[config.mk]
export PLATFORM = sky130hd
export DESIGN_NAME = imu_frame_deframer_crc16_flat
export DESIGN_NICKNAME = d
export VERILOG_FILES = /design/src/ifd_pkg.sv /design/src/ifd_byte_if.sv /design/src/ifd_result_if.sv /design/src/ifd_frame_parser.sv /design/src/imu_frame_deframer_crc16.sv /design/src/flat_wrapper.sv
export VERILOG_INCLUDE_DIRS = /design/src /design/src/src
export SDC_FILE = /design/constraint.sdc
export NUM_CORES = 1
export LEC_CHECK = 0
export BUFFER_PORTS_ARGS = -buffer_cell sky130_fd_sc_hd__buf_4
export CAP_MARGIN = 20
export CORE_MARGIN = 2
export CORE_UTILIZATION = 61
export CTS_BUF_LIST = sky130_fd_sc_hd__clkbuf_2
export CTS_CLUSTER_SIZE = 28
export DETAILED_ROUTE_END_ITERATION = 16
export MAX_ROUTING_LAYER = met4
export PLACE_DENSITY = 0.85
export SLEW_MARGIN = 40
export SYNTH_ARGS = -nofsm -noshare
export SYNTH_HDL_FRONTEND = slang
export SYNTH_SLANG_ARGS = --single-unit
[constraint.sdc]
create_clock -name clk -period 9.7 [get_ports clk]
set_clock_uncertainty 0.15 [all_clocks]
set_input_delay 1.94 -clock clk [delete_from_list [all_inputs] [get_ports clk]]
set_output_delay 1.94 -clock clk [all_outputs]
set_load 0.01 [all_outputs]
[src/assert_macros.svh]
// Assertion macros shared by the deframer RTL.
`ifndef ASSERT_MACROS_SVH
`define ASSERT_MACROS_SVH

// Checked on every clock edge, reset included.
`define CHK_ALWAYS(lbl, clk, prop, msg) \
  lbl: assert property (@(posedge clk) prop) else $error(msg);

// Checked only while reset is low.
`define CHK_RUN(lbl, clk, rst, prop, msg) \
  lbl: assert property (@(posedge clk) disable iff (rst) prop) else $error(msg);

`endif

[src/ifd_pkg.sv]
// Package: frame constants, CRC byte update and inter-module structs for the deframer.
`timescale 1ns / 1ps

package ifd_pkg;

  localparam logic [7:0]  HDR0_BYTE = 8'h55;
  localparam logic [7:0]  HDR1_BYTE = 8'hAA;
  localparam logic [7:0]  TAIL_BYTE = 8'h0A;
  localparam logic [7:0]  REG_GYRO  = 8'h02;
  localparam logic [7:0]  REG_EULER = 8'h03;
  localparam logic [15:0] CRC_POLY  = 16'h1021;
  localparam logic [15:0] CRC_INIT  = 16'hFFFF;

  // byte positions within a frame
  localparam logic [4:0] POS_HDR1     = 5'd1;
  localparam logic [4:0] POS_ID       = 5'd2;
  localparam logic [4:0] POS_REG      = 5'd3;
  localparam logic [4:0] POS_VALUE    = 5'd12;
  localparam logic [4:0] POS_CRC_LO   = 5'd16;
  localparam logic [4:0] POS_CRC_HI   = 5'd17;
  localparam logic [4:0] POS_TAIL     = 5'd18;

  localparam logic KIND_GYRO_Z = 1'b0;
  localparam logic KIND_YAW    = 1'b1;

  typedef struct packed {
    logic at_tail;   // next word closes a frame and may produce a result
  } parser_status_t;

  typedef struct packed {
    logic        emit;
    logic        updated_kind;
    logic [31:0] yaw_bits;
    logic [31:0] gyro_z_bits;
  } parser_result_t;

  // CRC-16/CCITT-FALSE, one byte, MSB first
  function automatic logic [15:0] crc16_feed(input logic [15:0] crc, input logic [7:0] b);
    logic [15:0] r;
    r = crc ^ {b, 8'h00};
    for (int k = 0; k < 8; k++) begin
      if (r[15]) begin
        r = {r[14:0], 1'b0} ^ CRC_POLY;
      end else begin
        r = {r[14:0], 1'b0};
      end
    end
    return r;
  endfunction

endpackage

[src/ifd_byte_if.sv]
// Byte stream channel: valid/ready handshake carrying one received byte.
`timescale 1ns / 1ps

interface ifd_byte_if;
  logic       valid;
  logic       ready;
  logic [7:0] rx_byte;

  modport source (output valid, output rx_byte, input ready);
  modport sink   (input valid, input rx_byte, output ready);
endinterface

[src/ifd_result_if.sv]
// Result channel: valid/ready handshake carrying the updated IMU values.
`timescale 1ns / 1ps

interface ifd_result_if;
  logic        valid;
  logic        ready;
  logic        updated_kind;
  logic [31:0] yaw_bits;
  logic [31:0] gyro_z_bits;

  modport source (output valid, output updated_kind, output yaw_bits, output gyro_z_bits,
                  input ready);
  modport sink   (input valid, input updated_kind, input yaw_bits, input gyro_z_bits,
                  output ready);
endinterface

[src/ifd_frame_parser.sv]
// Frame parser: header hunt, running CRC, field capture and value stores.
`timescale 1ns / 1ps
`include "assert_macros.svh"

module ifd_frame_parser (
  input  logic                   clk,
  input  logic                   rst,
  input  logic                   accept,
  input  logic [7:0]             rx_byte,
  input  logic [7:0]             node_id,
  output ifd_pkg::parser_status_t status,
  output ifd_pkg::parser_result_t result
);

  logic [4:0]  fill_count, fill_count_next;
  logic [15:0] running_crc, running_crc_next;
  logic        id_matches, id_matches_next;
  logic [7:0]  register_code, register_code_next;
  logic [31:0] value_word, value_word_next;
  logic [7:0]  crc_low_byte, crc_low_byte_next;
  logic        crc_matches, crc_matches_next;
  logic [31:0] yaw_store, yaw_store_next;
  logic [31:0] gyro_z_store, gyro_z_store_next;
  logic        emit;
  logic        kind;

  always_comb begin
    fill_count_next    = fill_count;
    running_crc_next   = running_crc;
    id_matches_next    = id_matches;
    register_code_next = register_code;
    value_word_next    = value_word;
    crc_low_byte_next  = crc_low_byte;
    crc_matches_next   = crc_matches;
    yaw_store_next     = yaw_store;
    gyro_z_store_next  = gyro_z_store;
    emit               = 1'b0;
    kind               = ifd_pkg::KIND_GYRO_Z;

    if (accept) begin
      if (fill_count == 5'd0) begin
        if (rx_byte == ifd_pkg::HDR0_BYTE) begin
          running_crc_next = ifd_pkg::crc16_feed(ifd_pkg::CRC_INIT, rx_byte);
          fill_count_next  = ifd_pkg::POS_HDR1;
        end
      end else if (fill_count == ifd_pkg::POS_HDR1) begin
        // a bad second byte is dropped along with the 0x55
        if (rx_byte != ifd_pkg::HDR1_BYTE) begin
          fill_count_next = 5'd0;
        end else begin
          running_crc_next = ifd_pkg::crc16_feed(running_crc, rx_byte);
          fill_count_next  = ifd_pkg::POS_ID;
        end
      end else if (fill_count < ifd_pkg::POS_CRC_LO) begin
        running_crc_next = ifd_pkg::crc16_feed(running_crc, rx_byte);
        if (fill_count == ifd_pkg::POS_ID) begin
          id_matches_next = (rx_byte == node_id);
        end else if (fill_count == ifd_pkg::POS_REG) begin
          register_code_next = rx_byte;
        end else if (fill_count >= ifd_pkg::POS_VALUE) begin
          value_word_next = {rx_byte, value_word[31:8]};  // little-endian
        end
        fill_count_next = fill_count + 5'd1;
      end else if (fill_count == ifd_pkg::POS_CRC_LO) begin
        crc_low_byte_next = rx_byte;
        fill_count_next   = fill_count + 5'd1;
      end else if (fill_count == ifd_pkg::POS_CRC_HI) begin
        crc_matches_next = (running_crc == {rx_byte, crc_low_byte});
        fill_count_next  = fill_count + 5'd1;
      end else begin
        // tail position, or any out-of-range count
        fill_count_next = 5'd0;
        if (rx_byte == ifd_pkg::TAIL_BYTE && id_matches && crc_matches) begin
          if (register_code == ifd_pkg::REG_GYRO) begin
            gyro_z_store_next = value_word;
            emit              = 1'b1;
            kind              = ifd_pkg::KIND_GYRO_Z;
          end else if (register_code == ifd_pkg::REG_EULER) begin
            yaw_store_next = value_word;
            emit           = 1'b1;
            kind           = ifd_pkg::KIND_YAW;
          end
        end
      end
    end
  end

  always_ff @(posedge clk) begin
    if (rst) begin
      fill_count    <= 5'd0;
      running_crc   <= ifd_pkg::CRC_INIT;
      id_matches    <= 1'b0;
      register_code <= 8'd0;
      value_word    <= 32'd0;
      crc_low_byte  <= 8'd0;
      crc_matches   <= 1'b0;
      yaw_store     <= 32'd0;
      gyro_z_store  <= 32'd0;
    end else begin
      fill_count    <= fill_count_next;
      running_crc   <= running_crc_next;
      id_matches    <= id_matches_next;
      register_code <= register_code_next;
      value_word    <= value_word_next;
      crc_low_byte  <= crc_low_byte_next;
      crc_matches   <= crc_matches_next;
      yaw_store     <= yaw_store_next;
      gyro_z_store  <= gyro_z_store_next;
    end
  end

  assign status.at_tail       = (fill_count >= ifd_pkg::POS_TAIL);
  assign result.emit          = emit;
  assign result.updated_kind  = kind;
  assign result.yaw_bits      = yaw_store_next;
  assign result.gyro_z_bits   = gyro_z_store_next;

  `CHK_RUN(a_tail_restarts, clk, rst,
    accept && status.at_tail |=> fill_count == 5'd0,
    "frame did not restart after tail word")
  `CHK_RUN(a_hdr_stall_holds, clk, rst,
    !accept && fill_count == 5'd0 |=> fill_count == 5'd0,
    "header hunt advanced without a word")
  `CHK_ALWAYS(a_emit_needs_accept, clk,
    result.emit |-> accept,
    "result produced without a word")

endmodule

[src/imu_frame_deframer_crc16.sv]
// A result is registered and appears on the output in the cycle after its tail word is accepted.
// Throughput: one byte per cycle while in_ch.ready is high; the byte path is a single registered step
// (CRC byte update and framing compare) between the input handshake and state.
// A pending result stalls input only when the next word is a tail word.
// Reset (rst, synchronous, active high) starts the header hunt, CRC at 0xFFFF,
// clears the stored values, the node id and the output valid.
`timescale 1ns / 1ps
`include "assert_macros.svh"

module imu_frame_deframer_crc16 (
  input  logic                clk,
  input  logic                rst,
  ifd_byte_if.sink            in_ch,
  ifd_result_if.source        out_ch,
  input  logic                cfg_wr_en,
  input  logic [7:0]          cfg_wr_data
);

  logic [7:0]               node_id;
  ifd_pkg::parser_status_t  status;
  ifd_pkg::parser_result_t  result;
  logic                     in_acc;
  logic                     out_valid;
  logic                     out_kind;
  logic [31:0]              out_yaw;
  logic [31:0]              out_gyro;

  always_ff @(posedge clk) begin
    if (rst) begin
      node_id <= 8'd0;
    end else if (cfg_wr_en) begin
      node_id <= cfg_wr_data;
    end
  end

  // only a tail word can produce a result, so hold off just that one
  assign in_ch.ready = !(status.at_tail && out_valid && !out_ch.ready);
  assign in_acc      = in_ch.valid && in_ch.ready;

  ifd_frame_parser u_parser (
    .clk       (clk),
    .rst       (rst),
    .accept    (in_acc),
    .rx_byte   (in_ch.rx_byte),
    .node_id   (node_id),
    .status    (status),
    .result    (result)
  );

  always_ff @(posedge clk) begin
    if (rst) begin
      out_valid <= 1'b0;
    end else if (result.emit) begin
      out_valid <= 1'b1;
    end else if (out_ch.ready) begin
      out_valid <= 1'b0;
    end
  end

  always_ff @(posedge clk) begin
    if (result.emit) begin
      out_kind <= result.updated_kind;
      out_yaw  <= result.yaw_bits;
      out_gyro <= result.gyro_z_bits;
    end
  end

  assign out_ch.valid        = out_valid;
  assign out_ch.updated_kind = out_kind;
  assign out_ch.yaw_bits     = out_yaw;
  assign out_ch.gyro_z_bits  = out_gyro;

  `CHK_RUN(a_emit_at_tail, clk, rst,
    result.emit |-> status.at_tail,
    "result from a word that is not a tail")
  `CHK_RUN(a_no_overwrite, clk, rst,
    result.emit |-> !out_valid || out_ch.ready,
    "pending result overwritten")
  `CHK_RUN(a_emit_shows, clk, rst,
    result.emit |=> out_valid,
    "result not presented after emit")

endmodule
[src/flat_wrapper.sv]
// flat-port wrapper written by rule: the top's interface ports become plain ports
module imu_frame_deframer_crc16_flat 
  (clk, rst, cfg_wr_en, cfg_wr_data, in_ch_valid, in_ch_rx_byte, in_ch_ready, out_ch_valid, out_ch_updated_kind, out_ch_yaw_bits, out_ch_gyro_z_bits, out_ch_ready);
  ifd_byte_if in_ch_i ();
  ifd_result_if out_ch_i ();
  input  logic clk;
  input  logic rst;
  input  logic cfg_wr_en;
  input  logic [7:0] cfg_wr_data;
  input wire logic [$bits(in_ch_i.valid)-1:0] in_ch_valid;
  input wire logic [$bits(in_ch_i.rx_byte)-1:0] in_ch_rx_byte;
  output wire logic [$bits(in_ch_i.ready)-1:0] in_ch_ready;
  output wire logic [$bits(out_ch_i.valid)-1:0] out_ch_valid;
  output wire logic [$bits(out_ch_i.updated_kind)-1:0] out_ch_updated_kind;
  output wire logic [$bits(out_ch_i.yaw_bits)-1:0] out_ch_yaw_bits;
  output wire logic [$bits(out_ch_i.gyro_z_bits)-1:0] out_ch_gyro_z_bits;
  input wire logic [$bits(out_ch_i.ready)-1:0] out_ch_ready;
  assign in_ch_i.valid = in_ch_valid;
  assign in_ch_i.rx_byte = in_ch_rx_byte;
  assign in_ch_ready = in_ch_i.ready;
  assign out_ch_valid = out_ch_i.valid;
  assign out_ch_updated_kind = out_ch_i.updated_kind;
  assign out_ch_yaw_bits = out_ch_i.yaw_bits;
  assign out_ch_gyro_z_bits = out_ch_i.gyro_z_bits;
  assign out_ch_i.ready = out_ch_ready;
  imu_frame_deframer_crc16 u_core (.clk(clk), .rst(rst), .in_ch(in_ch_i), .out_ch(out_ch_i), .cfg_wr_en(cfg_wr_en), .cfg_wr_data(cfg_wr_data));
endmodule
==> key figures, run 1 <==
CTS
  • Clock Sinks: 209
  • Root Buffer: clkbuf_2
  • Post-CTS Resized: 0
  • H-tree Lvls: 2
  • Post-CTS Setup Repair Bufs: 0
  • Latest clock arrival within the worst-skew pair: 780 ps
  • CTS tree: built
  • Clk buf depth: 3
  • Clk slew on worst S/H paths: 100 ps
  • CTS hold repair buffers: 0
  • Clock buffer count from CTS: 47

STA
  • PnR worst setup slack: 4904 ps
  • Hold Violations, Final: 0
  • Total Neg Setup Slack: 0 ps
  • Min Tclk post-route: 4796 ps
  • Crit share post-route: 49.44%
  • Fmax: 208.5 MHz
  • Relative slew slack: 52.20%
  • Setup violations, final: 0
  • Worst slew pin tran: 717.0 ps
  • Max-slew violation count: 0
  • Unrepaired setup endpoints after global routing: false

Cells and area
  • Commonest non-fill, non-tap cell in the layout: dfxtp_1
  • Area grow syn2layout: 12.13%
  • Final #Nets: 849
  • # fillers: 999
  • Commonest non-fill, non-tap cells in the layout: dfxtp_1, buf_4, nand2_1, clkbuf_2
  • Layout cells sized above 1: 28.87%

Die
  • Die Wd: 123.7 µm
  • IO Count: 88
  • Starting Density: 62.68%
  • Core box area: 13930 µm²
  • Die H: 123.7 µm
  • Die ar.: 15290 µm²
  • # rows: 43

Run
  • Max Cap Viol: 0

Global route
  • First-pass GRT wire length: 27.29 mm
  • Initial antenna violation count: 1
  • Overflow after GRT: 0
  • Routing usage on met1: 28.01%
  • GRT Total Usage: 23.36%
  • Global routing's busiest layer: met2
  • Number of global-route vias before repair: 5553
  • Routing usage on met2: 38.94%
  • M3 GR Usage: 5.632%
  • Largest net degree at the start of global routing: 116

Setup path
  • Crit path DAT: 2710 ps
  • Crit Path Class: in2out
  • Crit Path Max Fanout: 3
  • Setup crit end kind: primary output
  • CP Data Required Time: 7610 ps
  • Crit path launch type: input port
  • Reg2reg setup slack: 6620 ps

Detailed routing
  • DR pass1 iterations: 4
  • Starting DRT DRC Count: 314
  • Drt total wl: 16.86 mm
  • DRC violations left: 0
  • Final ANT Viol Nets: 0
  • Vias: 5571
  • Routed wire per std cell: 16.21 µm
  • Vias per cell: 5.357

Placement
  • Hpwl dp: 10.98 mm
  • Worst slack at placement: 4904 ps
  • Gpl congestion: 0.8103
  • I/O Buffers: 87

Yosys
  • Synth top area share: 33.00%
  • Largest area contributor in the netlist: dfxtp_1
  • Ys flop type: dfxtp_1
  • Post-synth EDFFs: 65
  • Syn Area/Cell: 11.90 µm²
  • Async S/R FF share, synth: 0%
  • Area of the mapped netlist: 8735 µm²
  • Area contributors post-synth: dfxtp_1, edfxtp_1, mux2_4, and2b_1, xnor2_1
  • Post-Syn Instances: 734
  • Net Count, Synth: 759
  • Sequential share of the synthesized area: 55.35%
  • Unique cell type count in the Yosys netlist: 50
  • Seq cells post-synth: 209
  • Yosys warnings: 0

Outcome
  • Outcome: complete, no violations

Power
  • Pleak: 3.798 nW
  • Cell Pwr Density: 149.7 nW/µm²
  • Worst ir drop on vdd: 0.08941 mV

Worst hold path
  • Hold Crit Class: reg2reg
-- flip-flops by register name (all words and copies together), names as in the netlist, 5 cells and up --
signal                         cells
u_core.u_parser.yaw_store         32
u_core.u_parser.register_code      8
u_core.u_parser.gyro_z_store      32
u_core.out_ch.yaw_bits            32
u_core.node_id                     8
u_core.u_parser.running_crc       16
u_core.u_parser.crc_low_byte       8
u_core.u_parser.value_word        32
u_core.u_parser.fill_count         5
u_core.out_ch.gyro_z_bits         32
-- worst paths after layout --
kind / startpoint / to / cells after the start
hold reg to reg: u_core.u_parser.id_matches$_SDFFE_PP0P_ / u_core.u_parser.id_matches$_SDFFE_PP0P_ / 2
hold / removal: u_core.u_parser.id_matches$_SDFFE_PP0P_ / u_core.u_parser.id_matches$_SDFFE_PP0P_ / 2
setup reg to reg: u_core.u_parser.fill_count[0]$_SDFFE_PP0P_ / u_core.u_parser.gyro_z_store[11]$_SDFF_PP0_ / 8
setup / recovery: out_ch_ready / in_ch_ready / 4
-- Yosys cell counts (4+ instances only) --
library cell / instances
dfxtp_1: 144
nand4_1: 8
mux2_2: 4
nand3b_1: 4
mux2i_1: 25
clkbuf_1: 32
buf_2: 5
inv_1: 4
nand2_1: 71
a22oi_1: 5
and2b_1: 60
mux2_4: 60
a21oi_1: 40
xnor2_1: 44
nor2b_1: 5
o21ai_0: 6
buf_6: 11
ha_1: 4
edfxtp_1: 65
nor4_1: 5
xor2_1: 18
a211o_1: 8
nor2_1: 66
-- power breakdown --
group | switching (mW) | leakage, nW | internal (mW) | total [mW]
registers | 0.00198 | 1.61 | 0.897 | 0.899
logic | 0.0286 | 1.87 | 0.0211 | 0.0496
clock network | 0.325 | 0.319 | 0.192 | 0.518
total | 0.356 | 3.80 | 1.11 | 1.47
-- per-stage QoR --
| step | total power, mW | cells | cell area (µm²) | hold slack [ps] | utilization (%) |
|---|---|---|---|---|---|
| 6_report | 1.466 | 1040 | 9794 | 318.0 | 70.29 |
| 5_1_grt | 1.533 | 1040 | 9794 | 334.5 | 70.29 |
| 4_1_cts | 1.482 | 1039 | 9787 | 318.4 | 70.23 |
| 3_3_place_gp | 0.9665 | 955 | 9374 | 298.9 | 67.27 |
| 2_1_floorplan | 0.9552 | 734 | 8735 | 281.6 | - |
| 3_5_place_dp | 0.9684 | 955 | 9378 | 302.8 | 67.30 |
-- cell families after synthesis --
| logic type | Yosys count | synth area share, % |
|---|---|---|
| AOI/OAI and AO/OA | 74 | 5.558 |
| xor gates and xnor gates | 63 | 6.475 |
| adders and majority gates | 4 | 0.5730 |
| buffers and inverters | 56 | 3.509 |
| DFF | 209 | 55.35 |
| muxes | 89 | 13.69 |
| and+or+nand+nor | 239 | 14.84 |
-- worst max-delay path, stage by stage --
cell and delay, ps:
buf_4 110, nand3b_1 200, or2_2 310, buf_4 140
-- layout make-up --
class                   count  area, µm²  share of cell area [%]
repair buffers             93      705.7                   7.205
diodes                      1      2.502                 0.02555
flip-flops and latches    209       4835                   49.36
multi-input cells         469       3602                   36.78
inverters                   4      15.01                  0.1533
clock buffers              70      350.3                   3.577
well taps                 180      225.2                   2.299
clock inverters            14      58.81                  0.6004
-- metal layers --
metal / up-vias / wire length [µm]
met5: - / 0
met4: 0 / 194
met3: 19 / 940
met2: 156 / 8505
met1: 2686 / 7222
li1: 2710 / -
Power figures use the tool's default switching activity.
==> run 2, diff against run 1 <==
clock period = 4.9 ns   (was 9.7 ns; I/O delays follow)
==> key figures, run 2 (synthesis gave the netlist of run 1 again) <==
Outcome
  • Outcome: complete, no violations

Setup path
  • CP endpoint: in_ch_ready
  • Crit Path Max Fanout: 19 (+16)
  • Reg2reg setup slack: 1890 ps (-4730 ps)
  • Setup crit end kind: primary output
  • Length in cells of the worst reg-to-reg path: 8 (unchanged)
  • Crit path largest cell delay: 770 ps (+460 ps)
  • Crit path cell chain: nand3b_1, or2_2, buf_4
  • R2r endpoint: u_core.u_parser.gyro_z_store[11]$_SDFF_PP0_
  • Reg-to-Reg Start: u_core.u_parser.fill_count[0]$_SDFFE_PP0P_
  • Crit path DAT: 2190 ps (-520 ps)
  • Crit path launch type: register
  • Crit Path Class: reg2out
  • Worst Setup SP: u_core.u_parser.fill_count[4]$_SDFFE_PP0P_
  • CP Data Required Time: 3770 ps (-3840 ps)
  • Slowest-stage cell, CP: dfxtp_1

Cells and area
  • Layout cells sized above 1: 29.20% (+0.33 points)
  • Commonest non-fill, non-tap cell in the layout: dfxtp_1
  • Final #Nets: 852 (+0.35%)
  • Commonest non-fill, non-tap cells in the layout: dfxtp_1, buf_4, clkbuf_2, nand2_1
  • Design Area, Final: 9827 µm² (+0.33%)
  • Area grow syn2layout: 12.51%

Placement
  • Hpwl dp: 11.20 mm (+2.0%)
  • Area post-placement: 9392 µm² (+0.15%)
  • Gpl congestion: 0.8086 (-0.21%)
  • Worst slack at placement: 1443 ps (-3461 ps)
  • I/O Buffers: 87 (unchanged)

STA
  • Setup violations, final: 0 (unchanged)
  • Worst slew pin tran: 732.8 ps (+15.74 ps)
  • Unrepaired setup endpoints after global routing: false
  • Crit share post-route: 67.71%
  • Min Tclk post-route: 3318 ps
  • PnR worst setup slack: 1582 ps (-3322 ps)
  • Relative slew slack: 51.15% (-1.0 points)
  • Total Neg Setup Slack: 0 ps (unchanged)
  • Fmax: 301.4 MHz
  • Hold Violations, Final: 0 (unchanged)
  • Max-slew violation count: 0 (unchanged)

CTS
  • H-tree Lvls: 2 (unchanged)
  • Clock buffer count from CTS: 49 (+4.3%)
  • CTS hold repair buffers: 0 (unchanged)
  • Clk slew on worst S/H paths: 100 ps (about the same)
  • CTS tree: built
  • Root Buffer: clkbuf_2
  • Post-CTS Resized: 0 (unchanged)
  • Clk buf depth: 3 (unchanged)
  • Latest clock arrival within the worst-skew pair: 750 ps (-30 ps)
  • Post-CTS Setup Repair Bufs: 0 (unchanged)
  • Clock Sinks: 209 (unchanged)

Power
  • Pleak: 3.825 nW (+0.73%)
  • Worst ir drop on vdd: 0.2000 mV (+120%)
  • Cell Pwr Density: 298.4 nW/µm² (+99%)

Detailed routing
  • Drt total wl: 17.31 mm (+2.7%)
  • Vias per cell: 5.450 (+1.7%)
  • Starting DRT DRC Count: 370 (+18%)
  • Final ANT Viol Nets: 0 (unchanged)
  • DRC violations left: 0 (unchanged)
  • DR pass1 iterations: 7 (+3)
  • Routed wire per std cell: 16.58 µm (+2.3%)
  • Vias: 5690 (+2.1%)

Run
  • Max Cap Viol: 0 (unchanged)

Global route
  • Initial antenna violation count: 1 (unchanged)
  • Number of global-route vias before repair: 5789 (+4.2%)
  • Largest net degree at the start of global routing: 126 (+8.6%)
  • GRT Total Usage: 24.44% (+1.1 points)
  • First-pass GRT wire length: 28.27 mm (+3.6%)
  • Overflow after GRT: 0 (unchanged)

Die
  • # rows: 43 (unchanged)
  • Die Wd: 123.7 µm (unchanged)
  • Starting Density: 62.68% (unchanged)
  • IO Count: 88 (unchanged)
  • Die ar.: 15290 µm² (unchanged)
  • Die H: 123.7 µm (unchanged)
  • Core box area: 13930 µm² (unchanged)

Worst hold path
  • Hold Crit Class: in2reg
[run 2: cell count changes in the layout (fill, tap and decap cells not counted), sizes merged]
cell	delta
inv	-1
clkinv	-1
clkbuf	+6
[run 2: per-layer routing]
layer  global-route usage, %  routed length, µm
met4                   8.239                313
met1                   28.09               7021
met2                   42.41               8998
met5                       -                  0
met3                   5.357                979
[run 2: final cells by class]
class,instances,area [µm²]
clock buffers,75,375.4
fillers,976,4108
diodes,1,2.502
well taps,180,225.2
clock inverters,12,50.05
repair buffers,94,715.7
inverters,4,15.01
flip-flops and latches,209,4835
multi-input cells,469,3608
[run 2: worst min path at each step]
stage | from | slack [ps] | end | cells past startpoint
2_1_floorplan | u_core.u_parser.id_matches$_SDFFE_PP0P_ | 280 | u_core.u_parser.id_matches$_SDFFE_PP0P_ | 2
3_3_place_gp | u_core.u_parser.id_matches$_SDFFE_PP0P_ | 290 | u_core.u_parser.id_matches$_SDFFE_PP0P_ | 2
3_5_place_dp | u_core.u_parser.id_matches$_SDFFE_PP0P_ | 320 | u_core.u_parser.id_matches$_SDFFE_PP0P_ | 2
4_1_cts | cfg_wr_data[7] | 260 | u_core.node_id[7]$_SDFFE_PP0P_ | 3
5_1_grt | cfg_wr_data[1] | 280 | u_core.node_id[1]$_SDFFE_PP0P_ | 3
6_report | cfg_wr_data[7] | 320 | u_core.node_id[7]$_SDFFE_PP0P_ | 3
[run 2: where the power goes]
group | leakage, nW | switching [mW] | internal (mW)
Combinational | 1.88 | 0.0569 | 0.0418
Sequential | 1.61 | 0.00411 | 1.78
Clock | 0.331 | 0.651 | 0.403
Total | 3.83 | 0.712 | 2.22
[run 2: critical path, delay by kind of cell (launching register included)]
kind | cells | cell delay [ps]
buffers and inverters | 1 | 140
DFF | 1 | 770
and+or+nand+nor | 2 | 540
[run 2: through the flow]
| step | hold WS, ps | util [%] | total power [mW] | instances |
|---|---|---|---|---|
| 2_1_floorplan | 281.6 | - | 1.891 | 734 |
| 3_3_place_gp | 291.6 | 67.37 | 1.913 | 956 |
| 3_5_place_dp | 318.6 | 67.40 | 1.917 | 956 |
| 4_1_cts | 262.6 | 70.45 | 2.963 | 1043 |
| 5_1_grt | 278.7 | 70.52 | 3.066 | 1044 |
| 6_report | 320.4 | 70.52 | 2.933 | 1044 |
==> run 3, diff against run 2 <==
CORE_UTILIZATION = 55   (was 61)
PLACE_DENSITY = 0.81   (was 0.85)
clock period = 3.05 ns   (was 4.9 ns; I/O delays follow)
==> key figures, run 3 (synthesis gave the netlist of run 1 again) <==
Placement
  • Area post-placement: 9610 µm² (+2.3%)
  • Gpl congestion: 0.8733 (+8.0%)
  • I/O Buffers: 87 (unchanged)
  • Hpwl dp: 11.65 mm (+4.0%)
  • Placed cells: 1002 (+4.8%)

Detailed routing
  • Final ANT Viol Nets: 0 (unchanged)
  • Drt total wl: 17.45 mm (+0.77%)
  • DRC violations left: 0 (unchanged)
  • Vias: 5734 (+0.77%)
  • Starting DRT DRC Count: 345 (-6.8%)
  • Routed wire per std cell: 15.72 µm (-5.2%)
  • Vias per cell: 5.166 (-5.2%)
  • DR pass1 iterations: 5 (-2)

Global route
  • Initial antenna violation count: 1 (unchanged)
  • GRT Total Usage: 22.20% (-2.2 points)
  • First-pass GRT wire length: 28.72 mm (+1.6%)
  • Number of global-route vias before repair: 5908 (+2.1%)
  • Largest net degree at the start of global routing: 100 (-21%)
  • Overflow after GRT: 0 (unchanged)

STA
  • Setup violations, final: 0 (unchanged)
  • Fmax: 356.7 MHz
  • Unrepaired setup endpoints after global routing: false
  • Crit share post-route: 91.91%
  • Hold Violations, Final: 0 (unchanged)
  • Relative slew slack: 54.10% (+3.0 points)
  • Max-slew violation count: 0 (unchanged)
  • Worst slew pin tran: 688.5 ps (-44.29 ps)
  • Min Tclk post-route: 2803 ps

CTS
  • Clk buf depth: 3 (unchanged)
  • CTS hold repair buffers: 13 (+13)
  • CTS tree: built
  • Root Buffer: clkbuf_2
  • Latest clock arrival within the worst-skew pair: 780 ps (+30 ps)
  • Post-CTS Resized: 0 (unchanged)
  • Clock buffer count from CTS: 51 (+4.1%)
  • Post-CTS Setup Repair Bufs: 0 (unchanged)
  • H-tree Lvls: 2 (unchanged)
  • Clock Sinks: 209 (unchanged)
  • Clk slew on worst S/H paths: 100 ps (about the same)

Cells and area
  • Commonest non-fill, non-tap cells in the layout: dfxtp_1, buf_4, clkbuf_2, nand2_1
  • Layout Cells excl Fill: 1110 (+6.3%)
  • Design Area, Final: 10200 µm² (+3.8%)
  • # fillers: 1163 (+19%)
  • Final #Nets: 877 (+2.9%)
  • Commonest non-fill, non-tap cell in the layout: dfxtp_1
  • Area grow syn2layout: 16.75%
  • Layout cells sized above 1: 29.34% (+0.14 points)
  • Final core occ: 64.90% (-5.6 points)

Die
  • Core box area: 15710 µm² (+13%)
  • Die Wd: 130.0 µm (+5.1%)
  • Starting Density: 55.59% (-7.1 points)
  • Die H: 130.0 µm (+5.1%)
  • Die ar.: 16910 µm² (+11%)
  • # rows: 46 (+7.0%)
  • IO Count: 88 (unchanged)

Setup path
  • R2r endpoint: u_core.u_parser.yaw_store[24]$_SDFF_PP0_
  • Reg-to-Reg Start: u_core.u_parser.fill_count[0]$_SDFFE_PP0P_
  • Crit Path Class: reg2reg
  • Crit path launch type: register
  • CP Data Required Time: 3500 ps (-270 ps)
  • Length in cells of the worst reg-to-reg path: 8 (unchanged)
  • Reg2reg setup slack: 250 ps (-1640 ps)
  • Crit Path Max Fanout: 32 (+13)
  • Crit path DAT: 3250 ps (+1060 ps)
  • Setup crit end kind: register

Power
  • Power, Total: 4.746 mW (+62%)
  • Worst ir drop on vdd: 0.2414 mV (+21%)
  • Cell Pwr Density: 465.4 nW/µm² (+56%)
  • Pleak: 3.962 nW (+3.6%)

Run
  • Max Cap Viol: 0 (unchanged)

Worst hold path
  • Cells on Worst Hold Path: 3 (unchanged)
  • Hold Crit Class: in2reg
  • Worst Min Path Start: in_ch_rx_byte[6]
  • Hold-critical path endpoint: u_core.u_parser.value_word[30]$_SDFFE_PP0P_

Outcome
  • Outcome: complete, no violations
## run 3: final cells by class
cell class	instances	area, µm²	area share [%]
Sequential cell	209	4835	47.41
Antenna cell	1	2.502	0.02454
Clock buffer	75	375.4	3.681
Multi-Input combinational cell	469	3622	35.52
Timing Repair Buffer	117	1002	9.828
Inverter	4	15.01	0.1472
Tap cell	216	270.3	2.650
Clock inverter	19	75.07	0.7362
## run 3: stage by stage
stage / TNS [ps] / hold WS [ps] / worst slack, ps
2_1_floorplan: -25000 / 281.6 / -379.5
3_3_place_gp: 0 / 293.7 / 296.1
3_5_place_dp: 0 / 322.2 / 245.4
4_1_cts: 0 / 0.1363 / 243.3
5_1_grt: 0 / 8.236 / 62.66
6_report: 0 / 70.94 / 246.9
## run 3: worst max-delay path by stage
stage,from,end
after floorplan,in_ch_rx_byte[7],u_core.out_ch.gyro_z_bits[0]$_DFFE_PP_
final,u_core.u_parser.fill_count[0]$_SDFFE_PP0P_,u_core.u_parser.yaw_store[24]$_SDFF_PP0_
after detailed placement,in_ch_rx_byte[7],u_core.u_parser.gyro_z_store[31]$_SDFF_PP0_
after CTS,u_core.u_parser.fill_count[0]$_SDFFE_PP0P_,u_core.u_parser.yaw_store[24]$_SDFF_PP0_
after global routing,u_core.u_parser.fill_count[0]$_SDFFE_PP0P_,u_core.u_parser.yaw_store[24]$_SDFF_PP0_
after global placement,in_ch_rx_byte[7],u_core.u_parser.gyro_z_store[11]$_SDFF_PP0_
## run 3: metal layers
metal	wire (µm)	GRT usage, %
met2	8613	37.20
met5	0	-
met1	7295	25.50
met3	980	4.756
met4	556	10.44
## run 3: critical path: stages (launching register included)
cell and delay, ps:
dfxtp_1 470, inv_1 120, ha_1 280, nor2_1 260
o2111ai_4 210, nor4_4 310, buf_12 300, mux2_2 380
nor2b_1 130
## run 3: power breakdown
group	switching, mW	leakage (nW)	internal [mW]
combinational	0.0958	2.01	0.0823
sequential	0.00649	1.61	2.85
clock	1.05	0.343	0.660
